## config.mk

```make
export PLATFORM = sky130hd
export DESIGN_NAME = pid_antiwindup_feedforward_unit
export DESIGN_NICKNAME = d
export VERILOG_FILES = /design/src/hdl/pidaw_pkg.sv /design/src/hdl/pidaw_mul.sv /design/src/hdl/pid_antiwindup_feedforward_unit.sv
export SDC_FILE = /design/constraint.sdc
export NUM_CORES = 2
export LEC_CHECK = 0
export ABC_AREA = 1
export BUFFER_PORTS_ARGS = -buffer_cell sky130_fd_sc_hd__buf_4
export CORE_MARGIN = 10
export CORE_UTILIZATION = 51
export CTS_BUF_LIST = sky130_fd_sc_hd__clkbuf_4
export DETAILED_ROUTE_END_ITERATION = 10
export PLACE_DENSITY_LB_ADDON = 0.25
export SLEW_MARGIN = 20
export SYNTH_ARGS = -nofsm -noshare
export SYNTH_HDL_FRONTEND = slang
export SYNTH_HIERARCHICAL = 1
export SYNTH_SLANG_ARGS = --single-unit
export TNS_END_PERCENT = 20
```

## constraint.sdc

```tcl
create_clock -name clk -period 14.6 [get_ports clk]
set_input_delay 0.73 -clock clk [delete_from_list [all_inputs] [get_ports clk]]
set_output_delay 0.73 -clock clk [all_outputs]
set_load 0.005 [all_outputs]
```

## src/hdl/pidaw_pkg.sv

```systemverilog
package pidaw_pkg;

  localparam int DataW = 32;
  localparam int SumW = 48;
  localparam int AccW = 82;
  localparam int DigitW = 4;

  typedef enum logic [2:0] {
    REG_KP        = 3'd0,
    REG_KI_DT     = 3'd1,
    REG_KD_F      = 3'd2,
    REG_KF        = 3'd3,
    REG_OUT_UPPER = 3'd4,
    REG_OUT_LOWER = 3'd5,
    REG_PWM_SCALE = 3'd6
  } reg_index_t;

  typedef enum logic {
    OP_RUN   = 1'b0,
    OP_CLEAR = 1'b1
  } op_t;

  typedef enum logic [3:0] {
    ST_IDLE,
    ST_AW_MUL,
    ST_AW_CHK,
    ST_P_MUL,
    ST_I_MUL,
    ST_D_MUL,
    ST_F_MUL,
    ST_ROUND,
    ST_PWM_GO,
    ST_PWM_MUL,
    ST_PWM_FIN,
    ST_OUT
  } state_t;

endpackage

```

## src/hdl/pidaw_mul.sv

```systemverilog
module pidaw_mul (
  input  logic                                     clk,
  input  logic                                     rst,
  input  logic                                     start,
  input  logic [pidaw_pkg::SumW-1:0]               a_mag,
  input  logic [pidaw_pkg::DataW-1:0]              b_mag,
  output logic                                     busy,
  output logic                                     done,
  output logic [pidaw_pkg::SumW+pidaw_pkg::DataW-1:0] product
);
  import pidaw_pkg::*;

  localparam int Steps = DataW / DigitW;
  localparam int CntW = $clog2(Steps + 1);
  localparam int PW = SumW + DataW;

  logic [DataW-1:0] b_sh;
  logic [PW-1:0] a_sh;
  logic [PW-1:0] acc;
  logic [CntW-1:0] cnt;
  logic [PW-1:0] part;

  always_comb begin
    part = a_sh * PW'(b_sh[DigitW-1:0]);
  end

  always_ff @(posedge clk) begin
    if (rst) begin
      cnt <= '0;
      done <= 1'b0;
    end else begin
      done <= 1'b0;
      if (start) begin
        cnt <= CntW'(Steps);
      end else if (cnt != '0) begin
        cnt <= cnt - CntW'(1);
        if (cnt == CntW'(1)) done <= 1'b1;
      end
    end
  end

  always_ff @(posedge clk) begin
    if (start) begin
      a_sh <= PW'(a_mag);
      b_sh <= b_mag;
      acc <= '0;
    end else if (cnt != '0) begin
      acc <= acc + part;
      a_sh <= a_sh << DigitW;
      b_sh <= b_sh >> DigitW;
    end
  end

  assign busy = (cnt != '0);
  assign product = acc;

endmodule

```

## src/hdl/pid_antiwindup_feedforward_unit.sv

```systemverilog
// pid controller with anti-windup and feed-forward, signed q16.16
// input channel: in_valid/in_stall with operation, reference, error_sample
// output channel: out_valid/out_stall with control_output, pwm_duty,
// windup_held; one result per item, in order
// config channel: cfg_valid/cfg_ready with cfg_index and cfg_data, always
// ready; write only while idle, indexes beyond the register list are ignored
// one item at a time; a run step makes six products on one shared
// multiplier that takes one 4-bit digit of the gain or scale per cycle;
// a clear step makes only the pwm product
// the result sits in an output register until taken; while out_stall is
// high it holds, the next item may still be taken and worked on but waits
// before the output register until the held result is taken
// reset (synchronous, rst high) clears registers, error sum, last error
// and last output to zero and drops out_valid
module pid_antiwindup_feedforward_unit (
  input  logic                               clk,
  input  logic                               rst,
  input  logic                               in_valid,
  output logic                               in_stall,
  input  logic                               operation,
  input  logic signed [31:0]                 reference,
  input  logic signed [31:0]                 error_sample,
  output logic                               out_valid,
  input  logic                               out_stall,
  output logic signed [31:0]                 control_output,
  output logic signed [10:0]                 pwm_duty,
  output logic                               windup_held,
  input  logic                               cfg_valid,
  output logic                               cfg_ready,
  input  logic [2:0]                         cfg_index,
  input  logic [31:0]                        cfg_data
);
  import pidaw_pkg::*;

  localparam int PW = SumW + DataW;

  logic signed [31:0] kp, ki_dt, kd_f, kf, out_upper, out_lower;
  logic [31:0] pwm_scale;
  logic signed [SumW-1:0] error_sum;
  logic signed [31:0] last_error, last_output;

  state_t state, state_next;
  logic signed [31:0] ref_r, e_r;
  logic signed [SumW-1:0] cand;
  logic signed [AccW-1:0] acc;
  logic held;
  logic signed [31:0] clamped;

  logic mul_start, mul_busy, mul_done;
  logic [SumW-1:0] ma;
  logic [DataW-1:0] mb;
  logic mneg;
  logic [PW-1:0] mprod;
  logic signed [AccW-1:0] sprod;

  logic signed [SumW:0] cand_w;
  logic signed [SumW-1:0] cand_sat;
  logic signed [32:0] diff;
  logic signed [AccW-1:0] hi_lim, lo_lim;
  logic signed [31:0] res;
  logic [31:0] counts;

  pidaw_mul u_mul (
    .clk(clk), .rst(rst), .start(mul_start), .a_mag(ma), .b_mag(mb),
    .busy(mul_busy), .done(mul_done), .product(mprod)
  );

  assign in_stall = (state != ST_IDLE);
  assign cfg_ready = 1'b1;
  assign sprod = mneg ? -$signed({2'b00, mprod}) : $signed({2'b00, mprod});

  assign cand_w = (SumW+1)'(error_sum) + (SumW+1)'(error_sample);
  assign diff = 33'(e_r) - 33'(last_error);
  assign hi_lim = AccW'(out_upper) <<< 16;
  assign lo_lim = AccW'(out_lower) <<< 16;

  always_comb begin
    if (cand_w > (SumW+1)'(48'sh7fffffffffff)) cand_sat = 48'sh7fffffffffff;
    else if (cand_w < -(SumW+1)'(49'sh800000000000)) cand_sat = 48'sh800000000000;
    else cand_sat = cand_w[SumW-1:0];
  end

  always_comb begin
    if (acc >= (AccW'(1) <<< 47)) res = 32'sh7fffffff;
    else if (acc < -(AccW'(1) <<< 47)) res = 32'sh80000000;
    else res = acc[47:16];
  end

  always_comb begin
    counts = mprod[63:32];
  end

  // operand select for the shared multiplier
  always_comb begin
    ma = '0;
    mb = '0;
    unique case (state)
      ST_IDLE: begin
        ma = cand_sat[SumW-1] ? -cand_sat : cand_sat;
        mb = ki_dt[31] ? 32'(-ki_dt) : ki_dt;
      end
      ST_AW_CHK: begin
        ma = SumW'(e_r[31] ? -33'(e_r) : 33'(e_r));
        mb = kp[31] ? 32'(-kp) : kp;
      end
      ST_P_MUL: begin
        ma = error_sum[SumW-1] ? -error_sum : error_sum;
        mb = ki_dt[31] ? 32'(-ki_dt) : ki_dt;
      end
      ST_I_MUL: begin
        ma = SumW'(diff[32] ? -diff : diff);
        mb = kd_f[31] ? 32'(-kd_f) : kd_f;
      end
      ST_D_MUL: begin
        ma = SumW'(ref_r[31] ? -33'(ref_r) : 33'(ref_r));
        mb = kf[31] ? 32'(-kf) : kf;
      end
      ST_PWM_GO: begin
        ma = SumW'(clamped[31] ? -33'(clamped) : 33'(clamped));
        mb = pwm_scale;
      end
      default: begin
        ma = '0;
        mb = '0;
      end
    endcase
  end

  always_comb begin
    state_next = state;
    mul_start = 1'b0;
    unique case (state)
      ST_IDLE: if (in_valid && !in_stall) begin
        state_next = (operation == OP_CLEAR) ? ST_PWM_GO : ST_AW_MUL;
        mul_start = (operation == OP_RUN);
      end
      ST_AW_MUL: if (mul_done) state_next = ST_AW_CHK;
      ST_AW_CHK: begin
        mul_start = 1'b1;
        state_next = ST_P_MUL;
      end
      ST_P_MUL: if (mul_done) begin
        mul_start = 1'b1;
        state_next = ST_I_MUL;
      end
      ST_I_MUL: if (mul_done) begin
        mul_start = 1'b1;
        state_next = ST_D_MUL;
      end
      ST_D_MUL: if (mul_done) begin
        mul_start = 1'b1;
        state_next = ST_F_MUL;
      end
      ST_F_MUL: if (mul_done) state_next = ST_ROUND;
      ST_ROUND: state_next = ST_PWM_GO;
      ST_PWM_GO: begin
        mul_start = 1'b1;
        state_next = ST_PWM_MUL;
      end
      ST_PWM_MUL: if (mul_done) state_next = ST_PWM_FIN;
      ST_PWM_FIN: if (!out_valid || !out_stall) state_next = ST_OUT;
      ST_OUT: state_next = ST_IDLE;
      default: state_next = ST_IDLE;
    endcase
  end

  always_ff @(posedge clk) begin
    if (rst) state <= ST_IDLE;
    else state <= state_next;
  end

  always_ff @(posedge clk) begin
    if (rst) begin
      kp <= '0; ki_dt <= '0; kd_f <= '0; kf <= '0;
      out_upper <= '0; out_lower <= '0; pwm_scale <= '0;
      error_sum <= '0; last_error <= '0; last_output <= '0;
      out_valid <= 1'b0;
      held <= 1'b0;
    end else begin
      if (cfg_valid && cfg_ready) begin
        unique case (cfg_index)
          REG_KP: kp <= cfg_data;
          REG_KI_DT: ki_dt <= cfg_data;
          REG_KD_F: kd_f <= cfg_data;
          REG_KF: kf <= cfg_data;
          REG_OUT_UPPER: out_upper <= cfg_data;
          REG_OUT_LOWER: out_lower <= cfg_data;
          REG_PWM_SCALE: pwm_scale <= cfg_data;
          default: ;
        endcase
      end
      if (out_valid && !out_stall) out_valid <= 1'b0;
      unique case (state)
        ST_IDLE: if (in_valid && !in_stall) begin
          held <= 1'b0;
          if (operation == OP_CLEAR) begin
            error_sum <= '0;
          end
        end
        ST_AW_MUL: if (mul_done) begin
          if (sprod > hi_lim || sprod < lo_lim) held <= 1'b1;
          else error_sum <= cand;
        end
        ST_ROUND: begin
          last_error <= e_r;
          last_output <= res;
        end
        ST_OUT: out_valid <= 1'b1;
        default: ;
      endcase
    end
  end

  always_ff @(posedge clk) begin
    unique case (state)
      ST_IDLE: if (in_valid && !in_stall) begin
        ref_r <= reference;
        e_r <= error_sample;
        mneg <= cand_sat[SumW-1] ^ ki_dt[31];
        acc <= AccW'(32'sh8000);
        cand <= cand_sat;
      end
      ST_AW_CHK: mneg <= e_r[31] ^ kp[31];
      ST_P_MUL: if (mul_done) begin
        acc <= acc + sprod;
        mneg <= error_sum[SumW-1] ^ ki_dt[31];
      end
      ST_I_MUL: if (mul_done) begin
        acc <= acc + sprod;
        mneg <= diff[32] ^ kd_f[31];
      end
      ST_D_MUL: if (mul_done) begin
        acc <= acc + sprod;
        mneg <= ref_r[31] ^ kf[31];
      end
      ST_F_MUL: if (mul_done) acc <= acc + sprod;
      ST_PWM_GO: begin
        mneg <= clamped[31];
      end
      ST_PWM_FIN: if (!out_valid || !out_stall) begin
        control_output <= last_output;
        windup_held <= held;
        if (counts > 32'd1023) pwm_duty <= mneg ? -11'sd1023 : 11'sd1023;
        else pwm_duty <= mneg ? -$signed(counts[10:0]) : $signed(counts[10:0]);
      end
      default: ;
    endcase
  end

  // clamp of the current last output for the duty product
  always_comb begin
    if (last_output > out_upper) clamped = out_upper;
    else if (last_output < out_lower) clamped = out_lower;
    else clamped = last_output;
  end

  a_busy_idle: assert property (@(posedge clk) disable iff (rst)
    (state == ST_IDLE) |-> !mul_busy)
    else $error("multiplier busy while idle");
  a_out_hold: assert property (@(posedge clk) disable iff (rst)
    (out_valid && out_stall) |=> (out_valid && $stable(control_output)
      && $stable(pwm_duty) && $stable(windup_held)))
    else $error("result changed while stalled");
  a_duty_range: assert property (@(posedge clk) disable iff (rst)
    out_valid |-> (pwm_duty != 11'h400))
    else $error("duty out of range");

endmodule

```

After elaboration in Yosys (flattened, before gate mapping)
Index checks and enable logic that the tools add are counted.

cells by class
  $add $sub $neg = 17
  multipliers = 1
  $lt $le $gt $ge = 9
  equal/unequal tests = 30
  mux-type cells = 61
  bitwise operators = 7
  reduce and logical (&&, ||, !) cells = 36

operators with widths
  kind                  count
  $mux 48               14
  $mux 32               10
  $pmux 48 s6           1
  $mux 82               3
  $pmux 82 s2           1
  $pmux 32 s5           1
  $neg 32->48           3
  $neg 32->32           4
  $neg 48->48           2
  $pmux 48 s2           1
  $add 82x82->82        1
  $ge 82x49->1 const B  1
  $gt 82x48->1          1
  $lt 82x48->1          1
  $lt 82x48->1 const B  1
  $neg 80->82           1
  $add 80x80->80        1
  $mul 80x4->80         1
  $add 48x32->49        1
  $gt 49x48->1 const B  1
  $lt 49x48->1 const B  1
  $neg 33->48           1
  $mux 4                11
  $pmux 4 s11           1
  38 further kinds      97

storage, ports and cells
  flip-flop bits (word level) = 778
  input bits = 105
  output and inout port bits = 47
  logic and storage cells = 189

Depth between registers and ports, before layout
  depth in word-level cells = 8
  mapped depth = 39
  depth with buffers taken out = 37

Modules after synthesis
The synthesis kept the hierarchy.

by module, submodules not included
  module                           instances  cells an instance  area an instance (um^2)  sequential area each (um^2)
  pid_antiwindup_feedforward_unit  1          7,845              50,453.4                 14,023.4
  pidaw_mul                        1          3,495              22,552.9                 4,744.6

Least setup slack after synthesis
OpenSTA, ideal clock, no wires.

  kind = register to register
  start = register state[3]
  end = register u_mul.a_sh[0] (enable)
  arrival time = 9.177 ns
  data required time = 14.124 ns
  path slack = 4.947 ns
  stages on the path, launching flop included = 11
  path buffers = 1
  cells stage by stage = dfxtp_1 > nor2_1 > inv_1 > nor2_1 > inv_1 > nor2_1 > inv_1 > o221ai_1 > nor2_2 > inv_2 > clkbuf_1

on the way
  longest elaborated chain between the ends = 6

ends and longest elaborated chain
  element                               RTL line                                source
  start, declared                       pid_antiwindup_feedforward_unit.sv:42   state_t state, state_next;
  start signal, assigned                pid_antiwindup_feedforward_unit.sv:169  else state <= state_next;
  $reduce_bool 4->1                     pid_antiwindup_feedforward_unit.sv:68   assign in_stall = (state != ST_IDLE);
  $logic_not 1->1                       pid_antiwindup_feedforward_unit.sv:133  ST_IDLE: if (in_valid && !in_stall) begin
  $logic_and 1x1->1                     pid_antiwindup_feedforward_unit.sv:133
  $mux 1                                pid_antiwindup_feedforward_unit.sv:133
  $pmux 1 s3 *                          pid_antiwindup_feedforward_unit.sv:132  unique case (state)
  via mul_start                         pid_antiwindup_feedforward_unit.sv:49   logic mul_start, mul_busy, mul_done;
  $reduce_bool 2->1 (no source line) *  --
  end signal, assigned                  pidaw_mul.sv:44                         a_sh <= PW'(a_mag);
  end signal, assigned                  pidaw_mul.sv:49                         a_sh <= a_sh << DigitW;
  end, declared                         pidaw_mul.sv:18                         logic [PW-1:0] a_sh;

Mark *: on every way through the listed nets, which the timed path passes. The rest lies on a longest branch.
A chain may end at the register's enable or synchronous reset.

Worst setup path after layout
  start = register u_mul.acc[1] (netlist: u_mul/product[1])
  end = register error_sum[8]

on the way
  longest elaborated chain between the ends = 6

ends and longest elaborated chain
  element                                              RTL line                                source
  start, declared                                      pidaw_mul.sv:19                         logic [PW-1:0] acc;
  start signal, assigned                               pidaw_mul.sv:48                         acc <= acc + part;
  $neg 80->82                                          pid_antiwindup_feedforward_unit.sv:70   assign sprod = mneg ? -$signed({2'b00, mprod}) : $signed({2'b00, mprod});
  $mux 82 *                                            pid_antiwindup_feedforward_unit.sv:70
  $gt 82x48->1 / $lt 82x48->1 (equally long branches)  pid_antiwindup_feedforward_unit.sv:201  if (sprod > hi_lim || sprod < lo_lim) held <= 1'b1;
  $logic_or 1x1->1 *                                   pid_antiwindup_feedforward_unit.sv:201
  $ne 2x2->1 (no source line) *                        --
  $reduce_and 5->1 (no source line) *                  --
  end signal, assigned                                 pid_antiwindup_feedforward_unit.sv:202  else error_sum <= cand;
  end, declared                                        pid_antiwindup_feedforward_unit.sv:39   logic signed [SumW-1:0] error_sum;

Every way passes the cells marked *; elsewhere a longest branch is shown, timed or not.

==> summary.txt <==
OUTCOME
--------------------------------------------------------------------------------------
Run status                                                                finished, final reports clean

SETUP PATH
--------------------------------------------------------------------------------------
Type of destination of the critical path                                     flip-flop
Critical Path Start Type                                                     flip-flop
Data required time of the critical path                                       15.71 ns
Worst-path cell with the longest stage delay                              sky130_fd_sc_hd__nor4b_1
Top cell family by delay on the critical path                             simple AND/OR/NAND/NOR gates
Most Frequent Cell on Critical Path                                       sky130_fd_sc_hd__nand2_1
Worst-path fanout max                                                               49
Worst setup path category                                                   reg -> reg
Data arrival time of the worst path                                            7.99 ns
WP buf/inv                                                                           7
CP peak stage delay                                                            0.49 ns
Worst-case register-to-register setup slack                                    7.72 ns

STA
--------------------------------------------------------------------------------------
Period minus WS final                                                          6.88 ns
Unrepaired setup endpoints after global routing                                     no
Number of failing setup endpoints in the final timing report                         0
Slew of the pin with the lowest slew margin                                    1.13 ns
Maximum clock skew at final layout                                            0.110 ns
Tightest hold margin                                                          0.162 ns
Crit share post-route                                                            47.1%
Post-Route Setup TNS                                                              0 ns
Final worst-path setup slack                                                   7.72 ns
Hold violation total from the final report                                           0
Highest attainable clock frequency                                             145 MHz
Final slew viol count                                                                0
Normalized max-slew margin                                                       25.0%

FLOORPLAN
--------------------------------------------------------------------------------------
Overall die area                                                          159000 sq um
Row Count                                                                          138
Effective utilization at floorplan                                               51.4%
Area of the placeable core                                                142000 sq um
Chip Width                                                                      398 um
Die height                                                                      398 um
I/O pins                                                                           152

CTS
--------------------------------------------------------------------------------------
Depth of the CTS H-tree                                                              4
Clock Root Buffer                                                         sky130_fd_sc_hd__clkbuf_4
Clock network latency to the later pin of the worst-skew pair                  1.33 ns
Number of clock buffers inserted by TritonCTS                                      224
Clock tree from TritonCTS                                                        built
Worst-case clock buffer depth                                                        3
TritonCTS Sinks                                                                    778
Clock slew at the register clock pins of the worst setup and hold paths        0.08 ns

FLOW RUN
--------------------------------------------------------------------------------------
Max-cap violations                                                                   0

GRT
--------------------------------------------------------------------------------------
Via count of the first global-routing pass                                       74000
Maximum number of pins on one net before global-route repair                       127
First-pass GRT wire length                                                   435000 um
Gr usage total                                                                   35.1%
Total gr overflow                                                                    0
Initial antenna violation count                                                      8

DRT
--------------------------------------------------------------------------------------
Routed vias                                                                      77400
Wirelength, routed                                                           288000 um
Average wire per standard cell                                                 21.1 um
Residual DRC count                                                                   0
First-pass iteration count of the detailed router                                   11
Iteration-0 DRC Markers                                                           8438
Antenna violation net count after detailed routing                                   0
Detail-routed via count per cell                                                  5.66

LOGIC SYNTHESIS
--------------------------------------------------------------------------------------
Count of flip-flops with a built-in enable after synthesis                         319
Mean cell area of the mapped netlist                                        6.44 sq um
Synthesized instance count                                                       11300
Post-synthesis cell area                                                   73000 sq um
Cell variety after synth                                                            75
Prevailing post-synth register cell                                       sky130_fd_sc_hd__dfxtp_1
Net count of the mapped netlist                                                  12100
FF+latch count, synth                                                              778
Post-synthesis sequential area ratio                                             25.7%
FFs w/ async S/R, synth                                                             0%
Largest area contributor in the synthesized netlist                       sky130_fd_sc_hd__nand2_1
Total number of yosys warnings                                                       6
Largest cells by area after synthesis                                     sky130_fd_sc_hd__nand2_1 (14%), sky130_fd_sc_hd__edfxtp_1 (13%), sky130_fd_sc_hd__dfxtp_1 (13%), sky130_fd_sc_hd__inv_1 (11%), sky130_fd_sc_hd__ha_1 (7.7%)
Post-synth top area share                                                        13.9%

PLACE
--------------------------------------------------------------------------------------
Input/output buffers                                                               150
Placed wire-length estimate                                                  226000 um
Worst setup slack before clock tree synthesis                                  7.91 ns
Global placer's final weighted congestion                                         1.01

FINAL LAYOUT
--------------------------------------------------------------------------------------
Fraction of final layout cells with drive strength greater than 1                7.02%
NumNets Final                                                                    12400
Final-layout fill cell count                                                     14300
Area growth from synthesis to layout                                             9.70%

HOLD PATH
--------------------------------------------------------------------------------------
Class of the tightest hold or removal check                                  in -> reg

==> placed cells by master (no fill, tap or decap), types with 15 or more instances in the layout <==
master,Yosys,routed
sky130_fd_sc_hd__o2111ai_1,15,15
sky130_fd_sc_hd__inv_1,2067,2064
sky130_fd_sc_hd__nand3_1,547,546
sky130_fd_sc_hd__nor4_1,57,57
sky130_fd_sc_hd__fa_1,233,233
sky130_fd_sc_hd__o21ai_1,25,25
sky130_fd_sc_hd__nand3b_1,27,27
sky130_fd_sc_hd__xnor2_1,48,48
sky130_fd_sc_hd__or2_2,26,26
sky130_fd_sc_hd__o21bai_1,51,50
sky130_fd_sc_hd__ha_1,452,452
sky130_fd_sc_hd__dlygate4sd3_1,0,104
sky130_fd_sc_hd__clkinv_1,9,53
sky130_fd_sc_hd__xor2_1,129,129
sky130_fd_sc_hd__o22ai_1,52,52
sky130_fd_sc_hd__buf_4,10,231
sky130_fd_sc_hd__nand2_1,2695,2694
sky130_fd_sc_hd__dfxtp_1,459,459
sky130_fd_sc_hd__edfxtp_1,319,319
sky130_fd_sc_hd__nor2_4,15,22
sky130_fd_sc_hd__inv_2,38,38
sky130_fd_sc_hd__clkbuf_4,0,333
sky130_fd_sc_hd__nor3_1,184,184
sky130_fd_sc_hd__a21oi_1,909,908
sky130_fd_sc_hd__o21ai_0,812,811
sky130_fd_sc_hd__nor2_1,1291,1282
sky130_fd_sc_hd__nand2_2,47,48
sky130_fd_sc_hd__o21a_1,50,50
sky130_fd_sc_hd__clkinv_2,0,24
sky130_fd_sc_hd__nor2_2,51,53
sky130_fd_sc_hd__a31oi_1,77,77
sky130_fd_sc_hd__a21o_1,28,28
sky130_fd_sc_hd__nand4_1,120,120
sky130_fd_sc_hd__o211ai_1,57,57
==> area by class of cell <==
class / count / area [sq um] / area share [%]
clock buffers: 333 / 2500 / 3.12
clock inverters: 84 / 594 / 0.742
inverters: 2114 / 7950 / 9.93
flip-flops and latches: 778 / 18800 / 23.4
repair buffers: 335 / 2780 / 3.47
well taps: 1890 / 2360 / 2.95
diodes: 11 / 27.5 / 0.0344
multi-input cells: 8134 / 45100 / 56.3
==> Yosys cell counts (all sizes together), types with 50 or more instances <==
library cell / number
o21ai: 839
a31oi: 77
buf: 70
nand4: 120
nand2: 2747
clkbuf: 244
o21bai: 51
inv: 2105
o21a: 50
a21oi: 909
dfxtp: 459
nand3: 559
fa: 233
nor4: 57
ha: 452
nor2: 1358
xor2: 129
o22ai: 52
edfxtp: 319
nor3: 187
o211ai: 57
==> worst reg2reg max path, delay by kind of cell (launching register included) <==
family                   cells  cell delay [ns]
AO/OA/AOI/OAI                3             0.64
adder cells (fa/ha/maj)      2             0.47
flip-flops                   1             0.33
AND/OR/NAND/NOR             21             3.75
buffers and inverters        7             1.33
XOR/XNOR                     1             0.21
==> routing by layer <==
layer  part of all wire, %  wire length, um  track usage, %  up-vias
met4                   5.6            16200            17.7        6
met5                 0.020               58               0        -
met2                    45           128000            56.4     3846
met1                    41           117000            44.9    35700
met3                   9.2            26400            6.71      788
li1                      -                -               -    37000
==> final timing paths <==
| check | cells past startpoint | startpoint | end |
|---|---|---|---|
| min | 2 | reference[18] | ref_r[18] |
| min reg2reg | 2 | last_error[8] | last_error[8] |
| max | 34 | u_mul/product[1] | error_sum[8] |
| max reg2reg | 34 | u_mul/product[1] | error_sum[8] |
==> state kept, by name, indices dropped and copies added, names as in the netlist, 48 cells and up <==
name,flops
u_mul/product,80
acc,82
error_sum,48
u_mul/a_sh,80
cand,48
==> timing repair <==
action,CTS,global route
gates resized for setup,0,0
setup buffers,0,0
hold buffers,104,0
endpoints found under the hold margin,301,0
==> kinds of logic after synthesis <==
kind of cell / Yosys count / share of synthesized area, %
AO/OA/AOI/OAI: 2168 / 16.2
AND/OR/NAND/NOR: 5102 / 29.1
flip-flops: 778 / 25.7
buffers and inverters: 2428 / 12.7
other: 1 / 0.00514
multiplexers: 1 / 0.0137
adder cells (fa/ha/maj): 685 / 14.1
XOR/XNOR: 177 / 2.12
==> per-stage QoR <==
step	cell area [sq um]	utilization [%]	cells
floorplan	73000	-	11300
global placement	75900	53.5	13100
detailed placement	75900	53.5	13100
CTS	80100	56.4	13700
global route	80100	56.4	13700
finish	80100	56.4	13700
Power is left out: the tool's default activity adds up to more than one toggle a clock period on the data nets, which glitch-free logic cannot reach.
